==> src/rtl/hpid_pkg.sv <==
package hpid_pkg;

    // angle constants, signed Q4.12
    localparam logic signed [16:0] PI_Q12     = 17'sd12868;
    localparam logic signed [16:0] TWO_PI_Q12 = 17'sd25736;

    // |drive| at or below this ends the turn
    localparam logic signed [16:0] DONE_LIMIT = 17'sd2;

    // magnitude of Kd * (e - previous e) fits in this many bits
    localparam int DIV_BITS = 33;

    localparam logic ACT_START  = 1'b0;
    localparam logic ACT_SAMPLE = 1'b1;

    localparam logic [15:0] GAIN_P_RESET      = 16'd256;
    localparam logic [15:0] GAIN_I_RESET      = 16'd0;
    localparam logic [15:0] GAIN_D_RESET      = 16'd0;
    localparam logic [14:0] MAX_VEL_RESET     = 15'd1024;
    localparam logic [14:0] ACCEL_LIMIT_RESET = 15'd128;
    localparam logic        ACCEL_EN_RESET    = 1'b1;
    localparam logic [9:0]  TIME_STEP_RESET   = 10'd32;

    typedef enum logic [2:0] {
        REG_GAIN_P      = 3'd0,
        REG_GAIN_I      = 3'd1,
        REG_GAIN_D      = 3'd2,
        REG_MAX_VEL     = 3'd3,
        REG_ACCEL_LIMIT = 3'd4,
        REG_ACCEL_EN    = 3'd5,
        REG_TIME_STEP   = 3'd6
    } reg_index_t;

    typedef struct packed {
        logic               action;
        logic signed [15:0] target_heading_in;
        logic signed [15:0] start_velocity;
        logic signed [15:0] measured_yaw;
    } in_item_t;

    typedef struct packed {
        logic signed [15:0] left_drive;
        logic signed [15:0] right_drive;
        logic               done_res;
    } out_item_t;

    typedef struct packed {
        logic [15:0] gain_proportional;
        logic [15:0] gain_integral;
        logic [15:0] gain_derivative;
        logic [14:0] max_velocity;
        logic [14:0] accel_limit;
        logic        accel_limit_enable;
        logic [9:0]  time_step;
    } cfg_t;

    typedef struct packed {
        logic                  start;
        logic                  negate;
        logic [DIV_BITS-1:0]   dividend;
        logic [9:0]            divisor;
    } div_ctl_t;

    typedef struct packed {
        logic                  busy;
        logic                  done;
        logic signed [DIV_BITS:0] quotient;
    } div_status_t;

    typedef struct packed {
        logic idle;
        logic res_valid;
    } core_status_t;

    typedef enum logic [3:0] {
        S_IDLE,
        S_ERR,
        S_M_INT,
        S_M_P,
        S_M_D,
        S_M_I,
        S_ACC_I,
        S_DIV_WAIT,
        S_SCALE,
        S_SLEW,
        S_OUT
    } core_state_t;

endpackage

==> src/rtl/hpid_divider.sv <==
module hpid_divider (
    input  logic                      clk,
    input  logic                      rst_n,
    input  hpid_pkg::div_ctl_t        ctl,
    output hpid_pkg::div_status_t     status
);

    localparam int CNT_W = $clog2(hpid_pkg::DIV_BITS + 1);

    logic [hpid_pkg::DIV_BITS-1:0] quo_reg;
    logic [9:0]                    rem_reg;
    logic [9:0]                    den_reg;
    logic                          neg_reg;
    logic [CNT_W-1:0]              cnt_reg;
    logic                          done_reg;

    logic [10:0] shifted;
    logic [10:0] trial;
    logic        fits;

    // restoring division, one quotient bit per cycle
    assign shifted = {rem_reg, quo_reg[hpid_pkg::DIV_BITS-1]};
    assign trial   = shifted - {1'b0, den_reg};
    assign fits    = (shifted >= {1'b0, den_reg});

    always_ff @(posedge clk or negedge rst_n)
    begin
        if (!rst_n)
        begin
            cnt_reg  <= '0;
            done_reg <= 1'b0;
        end
        else
        begin
            done_reg <= (cnt_reg == CNT_W'(1));
            if (ctl.start)
                cnt_reg <= CNT_W'(hpid_pkg::DIV_BITS);
            else if (cnt_reg != '0)
                cnt_reg <= cnt_reg - CNT_W'(1);
        end
    end

    always_ff @(posedge clk)
    begin
        if (ctl.start)
        begin
            quo_reg <= ctl.dividend;
            rem_reg <= '0;
            den_reg <= ctl.divisor;
            neg_reg <= ctl.negate;
        end
        else if (cnt_reg != '0)
        begin
            quo_reg <= {quo_reg[hpid_pkg::DIV_BITS-2:0], fits};
            rem_reg <= fits ? trial[9:0] : shifted[9:0];
        end
    end

    always_comb
    begin
        status.busy     = (cnt_reg != '0);
        status.done     = done_reg;
        status.quotient = neg_reg ? -$signed({1'b0, quo_reg}) : $signed({1'b0, quo_reg});
    end

endmodule

==> src/rtl/hpid_core.sv <==
module hpid_core (
    input  logic                     clk,
    input  logic                     rst_n,
    input  logic                     take,
    input  hpid_pkg::in_item_t       item,
    input  hpid_pkg::cfg_t           cfg,
    input  logic                     res_ready,
    output hpid_pkg::core_status_t   status,
    output hpid_pkg::out_item_t      res
);

    hpid_pkg::core_state_t state_reg, state_next;

    logic                 active_reg,  active_next;
    logic signed [15:0]   target_reg,  target_next;
    logic signed [31:0]   integ_reg,   integ_next;
    logic signed [16:0]   perr_reg,    perr_next;
    logic signed [15:0]   pv_reg,      pv_next;

    logic signed [15:0]   yaw_reg,     yaw_next;
    logic signed [16:0]   e_reg,       e_next;
    logic signed [48:0]   prod_reg;
    logic signed [49:0]   acc_reg,     acc_next;
    logic signed [16:0]   v_reg,       v_next;
    hpid_pkg::out_item_t  res_reg,     res_next;

    // shared multiplier
    logic signed [16:0]   mul_a;
    logic signed [31:0]   mul_b;
    logic signed [48:0]   mul_p;
    logic                 mul_en;

    hpid_pkg::div_ctl_t    div_ctl;
    hpid_pkg::div_status_t div_st;

    logic [9:0]           ts_eff;
    logic signed [16:0]   d_raw;
    logic signed [16:0]   e_wrap;
    logic signed [17:0]   e_diff;
    logic signed [33:0]   integ_sum;
    logic signed [31:0]   integ_sat;
    logic signed [48:0]   prod_abs;
    logic signed [49:0]   acc_adj;
    logic signed [37:0]   v_trunc;
    logic signed [37:0]   v_max;
    logic signed [16:0]   v_clamp;
    logic signed [25:0]   lim;
    logic signed [25:0]   delta;
    logic signed [25:0]   delta_c;
    logic signed [25:0]   v_slew;
    logic signed [16:0]   v_fin;
    logic                 fin_done;

    hpid_divider u_div (
        .clk    (clk),
        .rst_n  (rst_n),
        .ctl    (div_ctl),
        .status (div_st)
    );

    assign mul_p = mul_a * mul_b;

    // datapath terms
    always_comb
    begin
        ts_eff = (cfg.time_step == '0) ? 10'd1 : cfg.time_step;

        d_raw = $signed({target_reg[15], target_reg}) - $signed({yaw_reg[15], yaw_reg});
        if (d_raw > hpid_pkg::PI_Q12)
            e_wrap = d_raw - hpid_pkg::TWO_PI_Q12;
        else if (d_raw < -hpid_pkg::PI_Q12)
            e_wrap = d_raw + hpid_pkg::TWO_PI_Q12;
        else
            e_wrap = d_raw;

        e_diff = $signed({e_reg[16], e_reg}) - $signed({perr_reg[16], perr_reg});

        integ_sum = $signed({{2{integ_reg[31]}}, integ_reg}) + prod_reg[33:0];
        if (integ_sum[33:31] == 3'b000 || integ_sum[33:31] == 3'b111)
            integ_sat = integ_sum[31:0];
        else if (integ_sum[33])
            integ_sat = 32'sh8000_0000;
        else
            integ_sat = 32'sh7fff_ffff;

        prod_abs = prod_reg[48] ? -prod_reg : prod_reg;

        // truncate toward zero on the divide by 4096
        acc_adj = acc_reg + (acc_reg[49] ? 50'sd4095 : 50'sd0);
        v_trunc = acc_adj[49:12];
        v_max   = $signed({23'd0, cfg.max_velocity});
        if (v_trunc > v_max)
            v_clamp = v_max[16:0];
        else if (v_trunc < -v_max)
            v_clamp = -v_max[16:0];
        else
            v_clamp = v_trunc[16:0];

        // prod_reg holds accel_limit * ts here
        lim   = $signed({1'b0, prod_reg[24:0]});
        delta = $signed({{9{v_reg[16]}}, v_reg}) - $signed({{10{pv_reg[15]}}, pv_reg});
        if (delta > lim)
            delta_c = lim;
        else if (delta < -lim)
            delta_c = -lim;
        else
            delta_c = delta;
        v_slew = $signed({{10{pv_reg[15]}}, pv_reg}) + delta_c;
        v_fin  = cfg.accel_limit_enable ? v_slew[16:0] : v_reg;
        fin_done = (v_fin <= hpid_pkg::DONE_LIMIT) && (v_fin >= -hpid_pkg::DONE_LIMIT);
    end

    // sequencer
    always_comb
    begin
        state_next  = state_reg;
        active_next = active_reg;
        target_next = target_reg;
        integ_next  = integ_reg;
        perr_next   = perr_reg;
        pv_next     = pv_reg;
        yaw_next    = yaw_reg;
        e_next      = e_reg;
        acc_next    = acc_reg;
        v_next      = v_reg;
        res_next    = res_reg;

        mul_en = 1'b0;
        mul_a  = '0;
        mul_b  = '0;

        div_ctl.start    = 1'b0;
        div_ctl.negate   = prod_reg[48];
        div_ctl.dividend = prod_abs[hpid_pkg::DIV_BITS-1:0];
        div_ctl.divisor  = ts_eff;

        status.idle      = 1'b0;
        status.res_valid = 1'b0;

        case (state_reg)
            hpid_pkg::S_IDLE:
            begin
                status.idle = 1'b1;
                if (take)
                begin
                    if (item.action == hpid_pkg::ACT_START)
                    begin
                        target_next = item.target_heading_in;
                        pv_next     = item.start_velocity;
                        integ_next  = '0;
                        perr_next   = '0;
                        active_next = 1'b1;
                        res_next    = '{left_drive: '0, right_drive: '0, done_res: 1'b0};
                        state_next  = hpid_pkg::S_OUT;
                    end
                    else if (!active_reg)
                    begin
                        res_next   = '{left_drive: '0, right_drive: '0, done_res: 1'b1};
                        state_next = hpid_pkg::S_OUT;
                    end
                    else
                    begin
                        yaw_next   = item.measured_yaw;
                        state_next = hpid_pkg::S_ERR;
                    end
                end
            end

            hpid_pkg::S_ERR:
            begin
                e_next     = e_wrap;
                state_next = hpid_pkg::S_M_INT;
            end

            hpid_pkg::S_M_INT:
            begin
                mul_en     = 1'b1;
                mul_a      = e_reg;
                mul_b      = $signed({22'd0, ts_eff});
                state_next = hpid_pkg::S_M_P;
            end

            hpid_pkg::S_M_P:
            begin
                integ_next = integ_sat;
                mul_en     = 1'b1;
                mul_a      = $signed({1'b0, cfg.gain_proportional});
                mul_b      = $signed({{15{e_reg[16]}}, e_reg});
                state_next = hpid_pkg::S_M_D;
            end

            hpid_pkg::S_M_D:
            begin
                acc_next   = $signed({prod_reg[48], prod_reg});
                mul_en     = 1'b1;
                mul_a      = $signed({1'b0, cfg.gain_derivative});
                mul_b      = $signed({{14{e_diff[17]}}, e_diff});
                state_next = hpid_pkg::S_M_I;
            end

            hpid_pkg::S_M_I:
            begin
                div_ctl.start = 1'b1;
                mul_en        = 1'b1;
                mul_a         = $signed({1'b0, cfg.gain_integral});
                mul_b         = integ_reg;
                state_next    = hpid_pkg::S_ACC_I;
            end

            hpid_pkg::S_ACC_I:
            begin
                acc_next   = acc_reg + $signed({prod_reg[48], prod_reg});
                mul_en     = 1'b1;
                mul_a      = $signed({2'b00, cfg.accel_limit});
                mul_b      = $signed({22'd0, ts_eff});
                state_next = hpid_pkg::S_DIV_WAIT;
            end

            hpid_pkg::S_DIV_WAIT:
            begin
                if (div_st.done)
                begin
                    acc_next   = acc_reg
                               + $signed({{16{div_st.quotient[hpid_pkg::DIV_BITS]}},
                                          div_st.quotient});
                    state_next = hpid_pkg::S_SCALE;
                end
            end

            hpid_pkg::S_SCALE:
            begin
                v_next     = v_clamp;
                perr_next  = e_reg;
                state_next = hpid_pkg::S_SLEW;
            end

            hpid_pkg::S_SLEW:
            begin
                if (cfg.accel_limit_enable)
                    pv_next = v_fin[15:0];
                if (fin_done)
                begin
                    active_next = 1'b0;
                    res_next    = '{left_drive: '0, right_drive: '0, done_res: 1'b1};
                end
                else
                begin
                    // negating the most negative drive saturates
                    res_next.left_drive  = (v_fin[15:0] == 16'sh8000) ? 16'sh7fff
                                                                      : -v_fin[15:0];
                    res_next.right_drive = v_fin[15:0];
                    res_next.done_res    = 1'b0;
                end
                state_next = hpid_pkg::S_OUT;
            end

            hpid_pkg::S_OUT:
            begin
                status.res_valid = 1'b1;
                if (res_ready)
                    state_next = hpid_pkg::S_IDLE;
            end

            default:
            begin
                state_next = hpid_pkg::S_IDLE;
            end
        endcase
    end

    always_ff @(posedge clk or negedge rst_n)
    begin
        if (!rst_n)
        begin
            state_reg  <= hpid_pkg::S_IDLE;
            active_reg <= 1'b0;
            target_reg <= '0;
            integ_reg  <= '0;
            perr_reg   <= '0;
            pv_reg     <= '0;
        end
        else
        begin
            state_reg  <= state_next;
            active_reg <= active_next;
            target_reg <= target_next;
            integ_reg  <= integ_next;
            perr_reg   <= perr_next;
            pv_reg     <= pv_next;
        end
    end

    always_ff @(posedge clk)
    begin
        yaw_reg <= yaw_next;
        e_reg   <= e_next;
        acc_reg <= acc_next;
        v_reg   <= v_next;
        res_reg <= res_next;
        if (mul_en)
            prod_reg <= mul_p;
    end

    assign res = res_reg;

endmodule

==> src/rtl/heading_pid_turn_controller_top.sv <==
// Heading PID turn controller for a differential drive.
// Input channel (in_valid / in_stall / in_data): a request with action start
// loads the target heading and wheel velocity and arms the turn; a request
// with action sample carries a measured yaw and runs one PID step.
// Output channel (out_valid / out_stall / out_data): exactly one result per
// request, in order: left and right wheel commands and a done flag.
// Configuration: cfg_write with cfg_index and cfg_data writes one register;
// write only while no request is in progress.
// Flow: a start request, or a sample with no turn armed, goes from S_IDLE
// straight to S_OUT and its result moves from the core into the output register.
// An active sample passes the shared multiplier steps and the 33-step serial
// divider on the derivative term before its result is ready; the next request
// is taken only once the core is back in S_IDLE. in_stall is high from
// acceptance until the result moves into the output register, so the next
// request can be taken while that result still waits.
// When the receiver stalls, the result holds in the output register and a
// second finished result waits in the core until the first is taken.
// Reset clears the turn state, loads the register defaults and empties the
// output register.
module heading_pid_turn_controller_top (
    input  logic                  clk,
    input  logic                  rst_n,
    input  logic                  in_valid,
    output logic                  in_stall,
    input  hpid_pkg::in_item_t    in_data,
    output logic                  out_valid,
    input  logic                  out_stall,
    output hpid_pkg::out_item_t   out_data,
    input  logic                  cfg_write,
    input  logic [2:0]            cfg_index,
    input  logic [15:0]           cfg_data
);

    hpid_pkg::cfg_t          cfg_reg;
    hpid_pkg::core_status_t  core_st;
    hpid_pkg::out_item_t     core_res;
    hpid_pkg::out_item_t     out_data_reg;
    logic                    out_valid_reg;
    logic                    take;
    logic                    res_ready;

    assign in_stall  = !core_st.idle;
    assign take      = in_valid && !in_stall;
    assign res_ready = !out_valid_reg || !out_stall;

    hpid_core u_core (
        .clk       (clk),
        .rst_n     (rst_n),
        .take      (take),
        .item      (in_data),
        .cfg       (cfg_reg),
        .res_ready (res_ready),
        .status    (core_st),
        .res       (core_res)
    );

    always_ff @(posedge clk or negedge rst_n)
    begin
        if (!rst_n)
        begin
            cfg_reg.gain_proportional  <= hpid_pkg::GAIN_P_RESET;
            cfg_reg.gain_integral      <= hpid_pkg::GAIN_I_RESET;
            cfg_reg.gain_derivative    <= hpid_pkg::GAIN_D_RESET;
            cfg_reg.max_velocity       <= hpid_pkg::MAX_VEL_RESET;
            cfg_reg.accel_limit        <= hpid_pkg::ACCEL_LIMIT_RESET;
            cfg_reg.accel_limit_enable <= hpid_pkg::ACCEL_EN_RESET;
            cfg_reg.time_step          <= hpid_pkg::TIME_STEP_RESET;
        end
        else if (cfg_write)
        begin
            case (cfg_index)
                hpid_pkg::REG_GAIN_P:      cfg_reg.gain_proportional  <= cfg_data;
                hpid_pkg::REG_GAIN_I:      cfg_reg.gain_integral      <= cfg_data;
                hpid_pkg::REG_GAIN_D:      cfg_reg.gain_derivative    <= cfg_data;
                hpid_pkg::REG_MAX_VEL:     cfg_reg.max_velocity       <= cfg_data[14:0];
                hpid_pkg::REG_ACCEL_LIMIT: cfg_reg.accel_limit        <= cfg_data[14:0];
                hpid_pkg::REG_ACCEL_EN:    cfg_reg.accel_limit_enable <= cfg_data[0];
                hpid_pkg::REG_TIME_STEP:   cfg_reg.time_step          <= cfg_data[9:0];
                default:                   ;
            endcase
        end
    end

    always_ff @(posedge clk or negedge rst_n)
    begin
        if (!rst_n)
            out_valid_reg <= 1'b0;
        else if (res_ready)
            out_valid_reg <= core_st.res_valid;
    end

    always_ff @(posedge clk)
    begin
        if (res_ready && core_st.res_valid)
            out_data_reg <= core_res;
    end

    assign out_valid = out_valid_reg;
    assign out_data  = out_data_reg;

    // an accepted request keeps the core busy for at least the next cycle
    a_busy_after_take: assert property (
        @(posedge clk) disable iff (!rst_n)
        take |=> in_stall
    ) else $error("core ready again right after taking a request");

    // a finished turn always reports zero drive
    a_done_zero: assert property (
        @(posedge clk) disable iff (!rst_n)
        (out_valid && out_data.done_res) |->
            (out_data.left_drive == 16'sd0 && out_data.right_drive == 16'sd0)
    ) else $error("done result with nonzero drive");

    a_out_hold: assert property (
        @(posedge clk) disable iff (!rst_n)
        (out_valid && out_stall) |=> (out_valid && $stable(out_data))
    ) else $error("stalled result changed");

endmodule
==> config.mk <==
export PLATFORM = sky130hd
export DESIGN_NAME = heading_pid_turn_controller_top
export DESIGN_NICKNAME = d
export VERILOG_FILES = /design/src/rtl/hpid_pkg.sv /design/src/rtl/hpid_divider.sv /design/src/rtl/hpid_core.sv /design/src/rtl/heading_pid_turn_controller_top.sv
export SDC_FILE = /design/constraint.sdc
export NUM_CORES = 2
export LEC_CHECK = 0
export ABC_CLOCK_PERIOD_IN_PS = 25200
export BUFFER_PORTS_ARGS = -buffer_cell sky130_fd_sc_hd__buf_2
export CAP_MARGIN = 20
export CORE_MARGIN = 2
export CORE_UTILIZATION = 71
export CTS_CLUSTER_DIAMETER = 80
export DETAILED_ROUTE_END_ITERATION = 16
export PLACE_DENSITY = 0.89
export RECOVER_POWER = 25
export REMOVE_ABC_BUFFERS = 1
export SYNTH_ARGS = -nofsm -noshare
export SYNTH_HDL_FRONTEND = slang
export SYNTH_SLANG_ARGS = --single-unit
==> constraint.sdc <==
create_clock -name clk -period 25.2 [get_ports clk]
set_input_delay 1.26 -clock clk [delete_from_list [all_inputs] [get_ports clk]]
set_output_delay 1.26 -clock clk [all_outputs]
set_load 0.02 [all_outputs]
# Word level (Yosys, flattened, before mapping)
# Cells that the tools add are included.
[word_totals]
register_bits = 452
[op_classes]
add_sub_neg = 18
reduce_logical = 36
bitwise_logic = 1
n_mul = 1
muxes = 52
magnitude_cmp = 9
eq_ne = 26
[op_table]
columns = ["operator", "n"]
rows = [
  ["two-way mux 33 bit", 7],
  ["one-hot mux 50 bit (3 select lines)", 1],
  ["two-way mux 17 bit", 8],
  ["two-way mux 32 bit", 4],
  ["one-hot mux 32 bit (4 select lines)", 1],
  ["one-hot mux 17 bit (5 select lines)", 1],
  ["one-hot mux 33 bit (2 select lines)", 1],
  ["two-way mux 16 bit", 4],
  ["one-hot mux 32 bit (2 select lines)", 1],
  ["adder 50 x 34 -> 50 bit", 1],
  ["adder 50 x 49 -> 50 bit", 1],
  ["adder 50 bit", 1],
  ["two-way mux 50 bit", 1],
  ["multiplier 17 x 32 -> 49 bit", 1],
  ["one-hot mux 4 bit (11 select lines)", 1],
  ["> comparator 38 x 16 -> 1 bit", 1],
  ["< comparator 38 bit", 1],
  ["negation 15 -> 38 bit", 1],
  ["adder 34 bit", 1],
  ["two-way mux 34 bit", 1],
  ["negation 33 -> 34 bit", 1],
  ["one-hot mux 17 bit (2 select lines)", 1],
  ["negation 33 bit", 1],
  ["one-hot mux 16 bit (2 select lines)", 1],
  ["other kinds (52)", 100],
]

# Depth between registers and ports, before layout
[depth]
depth_word = 10
ltp_mapped = 38

# Cells and area by module
# From an unflattened synthesis, not the netlist that was laid out.
[unflattened]
cells_unflattened = 5650
area_unflattened_um2 = 51546.9
[by_module_without_submodules]
columns = ["mod", "instances", "cells_per_inst", "seq_area_each_um2", "area_per_inst_um2"]
rows = [
  ["hpid_core", 1, 5084, 7617.3, 43314.0],
  ["heading_pid_turn_controller_top", 1, 233, 3249.4, 4529.3],
  ["hpid_divider", 1, 333, 1696.6, 3703.6],
]

# Least setup slack after synthesis
# No wires, ideal clock.
[synth_path]
kind = "reg2reg"
from = "register u_core.e_reg[1]"
to = "register u_core.prod_reg[48] (data pin)"
period_less_slack_ns = 8.863
n_path_buf = 1
path_stages_with_launch = 35
slack_ns = 16.337
arrival_time_ns = 8.603
required_time_ns = 24.940
path_cell_list = "edfxtp_1 ha_1 nor2b_1 o21ai_0 a21oi_1 o211a_1 o21ai_0 a31oi_1 o311a_1 o21a_1 o21a_1 o31ai_1 nand2_1 fa_1 inv_1 fa_1 fa_1 fa_1 fa_1 inv_1 fa_1 inv_1 ha_1 clkbuf_1 nand4_1 nor2_1 a221oi_1 nand4_1 a21oi_1 o21ai_0 o21ai_1 o22ai_1 or3b_1 a31oi_1 xnor2_1"
[synth_via]
elab_chain_len = 3
elab_cells_between_ends = 4
classes_between = "add/sub: 1; mul: 1; mux: 2"
[synth_rtl]
columns = ["element", "line_no", "source"]
rows = [
  ["start, declared", "hpid_core.sv:21", "logic signed [16:0] e_reg, e_next;"],
  ["start signal, assigned", "hpid_core.sv:296", "e_reg <= e_next;"],
  ["subtractor 17 x 17 -> 18 bit", "hpid_core.sv:76", "e_diff = $signed({e_reg[16], e_reg}) - $signed({perr_reg[16], perr_reg});"],
  ["one-hot mux 32 bit (4 select lines)", "hpid_core.sv:140", "case (state_reg)"],
  ["multiplier 17 x 32 -> 49 bit *", "hpid_core.sv:61", "assign mul_p = mul_a * mul_b;"],
  ["via u_core.mul_p[48]", "hpid_core.sv:30", "logic signed [48:0] mul_p;"],
  ["end signal, assigned", "hpid_core.sv:301", "prod_reg <= mul_p;"],
  ["end, declared", "hpid_core.sv:22", "logic signed [48:0] prod_reg;"],
]
# The timed path passes the listed nets; every way through them passes the cells marked *.
# A chain may end at the register's enable or synchronous reset.

# Worst setup path after layout
[layout_path]
from = "register u_core.e_reg[2]"
to = "register u_core.prod_reg[48] (data pin)"
# Same word-level chain as after synthesis.

==> metrics.cfg <==
[setup_path]
cp-startpoint=u_core.e_reg[2]$_DFFE_PP_
cp_data_required_time_ns=25.58
regToRegStartpoint=u_core.e_reg[2]$_DFFE_PP_
path_class=register to register
crit_path_end_kind=register
crit_fanout=30
r2r_cells=34
r2r_slack_ns=14.56
worst_path_max_delay_cell=a211oi_1
critPathMaxStageDelay_ns=0.73
critPathArrivalTime_ns=11.02
worst_r2r_endpoint=u_core.prod_reg[48]$_DFFE_PP_
start_kind=register
crit_path_frequent_cell=fa_1
crit_path_end=u_core.prod_reg[48]$_DFFE_PP_

[route]
first_pass_iters=9
routedWlPerCell_um=23.62
routed_via_density=6.750
detailroute.via_count=45170
drcViolationCount=0
dr.first_iter.drc_count=5601
totalWireLength_um=158000
ant_nets=0

[finish]
syn_to_final_growth_pct=6.647
largest_reg_flops=89
finalCoreUtilization_pct=76.78
fillers=4878
final_cell_mix=inv_1, nand2_1, nor2_1, fa_1, ha_1
regArea_mm2=0.01256
final_common_cell=inv_1
fin_nets=6692
final_layout_size_suffix_gt1_share_pct=8.158
multi_input_area_mm2=0.03558

[logic_synthesis]
synth_area_mm2=0.05173
yosys_warnings=0
synth_cell_types=105
ys_ff_latch=452
netlist_instances=5676
synth_async_sr_flop_share_pct=40.49
synth_ff_type=edfxtp_1
synth_edf_count=259
ys_seq_area_share_pct=24.29
avgSynthCellArea_um2=9.114

[placement]
place.detailed.hpwl_um=121500
io_buffers=107
gp_congestion=1.028

[sta]
maxSlewViolCount=154
finalCritPeriodShare_pct=42.23
min_period_ns=10.64
finalSetupTns_ns=0
skew_ns=0.04062
slew_headroom_pct=-156.4
worst_pin_slew_ns=3.846
fmax_mhz=93.97
rsz0062_at_grt=no
setup_viol=0
hold_violations=0

[clock_tree]
cts_tree=yes
cts_buffer_depth=3
cts_hold_buf=0
cts-buffers-inserted=51
cts_resized=0
clkLatencyLatePin_ns=0.63
cts_setup_buffers=0
cts_num_sinks=452
htreeDepth=2
clkTransAtPathRegs_ns=0.06
cts_root_buffer=clkbuf_16

[die]
dieArea_mm2=0.07503
initial_utilization_pct=71.99
die_h_um=273.9
rows=98
core_mm2=0.07185
die_x_um=273.9
ios=108

[run_status]
failed_checks=max-capacitance violations, max-slew violations
status=finished with violations

[grt]
grt_pass1_vias=45480
track_usage_pct=42.68
antenna_found_initial=7
grt_max_degree=85
grt_pass1_wl_um=247700
grt_overflow=0

[hold_path]
hold_path_class=register to register

[run]
cap_violations=3

cell usage after synthesis, drive strengths merged, types with 26 or more instances:
master	count	share of area, %
o31ai	32	0.48
nand2	608	4.4
a31oi	43	0.53
a211oi	69	1.0
o211ai	27	0.40
a211o	26	0.44
a22oi	30	0.45
nand4	71	0.89
nand3	97	0.95
dfrtp	178	8.6
edfxtp	259	15
nor2b	37	0.45
and2	28	0.34
o21a	55	0.80
buf	35	0.38
and3	30	0.36
xor2	121	2.0
nand2b	58	0.70
fa	528	20
o21ai	295	2.9
clkbuf	193	1.4
nor3	72	0.74
ha	396	9.6
a21o	110	1.6
inv	744	5.4
a21oi	255	2.5
mux2	106	2.3
xnor2	193	3.3
nor2	549	4.0
a221o	37	0.72
final cells by class:
| type | instances | area share, % |
|---|---|---|
| multi-input combinational | 4250 | 64.50 |
| sequential | 452 | 22.77 |
| inverter | 746 | 5.076 |
| clock buffer | 59 | 2.499 |
| timing repair buffer | 194 | 2.211 |
| tap | 950 | 2.155 |
| clock inverter | 36 | 0.7666 |
| antenna | 4 | 0.01814 |
per-layer routing:
metal / vias up / GRT usage [%] / wire (um)
li1: 19430 / - / -
met5: - / 0 / 11
met2: 3163 / 67.03 / 70890
met3: 884 / 9.300 / 18470
met4: 2 / 30.28 / 13950
met1: 21690 / 52.62 / 54700
worst min path at each step:
| stage | start | slack (ns) | depth (start not counted) | endpoint |
|---|---|---|---|---|
| 4_1_cts | u_core.res[2]$_SDFFCE_PP0P_ | 0.42 | 0 | out_data[2]$_DFFE_PP_ |
| 3_3_place_gp | u_core.res[16]$_SDFFCE_PP0P_ | 0.40 | 0 | out_data[16]$_DFFE_PP_ |
| 6_report | u_core.res[12]$_SDFFCE_PP0P_ | 0.43 | 0 | out_data[12]$_DFFE_PP_ |
| 3_5_place_dp | u_core.res[1]$_SDFFCE_PP0P_ | 0.41 | 0 | out_data[1]$_DFFE_PP_ |
| 2_1_floorplan | u_core.res[0]$_DFFE_PP_ | 0.40 | 0 | out_data[0]$_DFFE_PP_ |
| 5_1_grt | u_core.res[12]$_SDFFCE_PP0P_ | 0.43 | 0 | out_data[12]$_DFFE_PP_ |
critical path: cells and delay by family, from the launching register on:
family,cells,cell delay (ns)
xor gates and xnor gates,1,0.08
adders and majority gates,8,3.90
buffers and inverters,6,0.76
and+or+nand+nor,5,1.03
DFF,1,0.47
AOI/OAI and AO/OA,14,4.16
through the flow:
stage | area [um^2] | std cells | hold WS [ns] | setup WS [ns]
after detailed placement | 53300 | 6584 | 0.4099 | 14.90
after global placement | 53290 | 6583 | 0.4012 | 14.81
final | 55170 | 6691 | 0.4273 | 14.56
after global routing | 55160 | 6688 | 0.4321 | 14.06
after CTS | 55100 | 6679 | 0.4244 | 14.88
after floorplan | 50810 | 5448 | 0.4003 | 14.84
logic make-up after synthesis:
kind of cell | count (synthesis) | share of synthesized area, %
buffers and inverters | 974 | 7.198
adder cells (fa/ha/maj) | 924 | 30.01
XOR/XNOR | 314 | 5.331
multiplexers | 125 | 2.699
AND/OR/NAND/NOR | 1692 | 14.98
flip-flops | 452 | 24.29
AO/OA/AOI/OAI | 1195 | 15.50
Power is not shown: default switching activity piles up to over one toggle a cycle in this logic, so the estimate is an artifact.
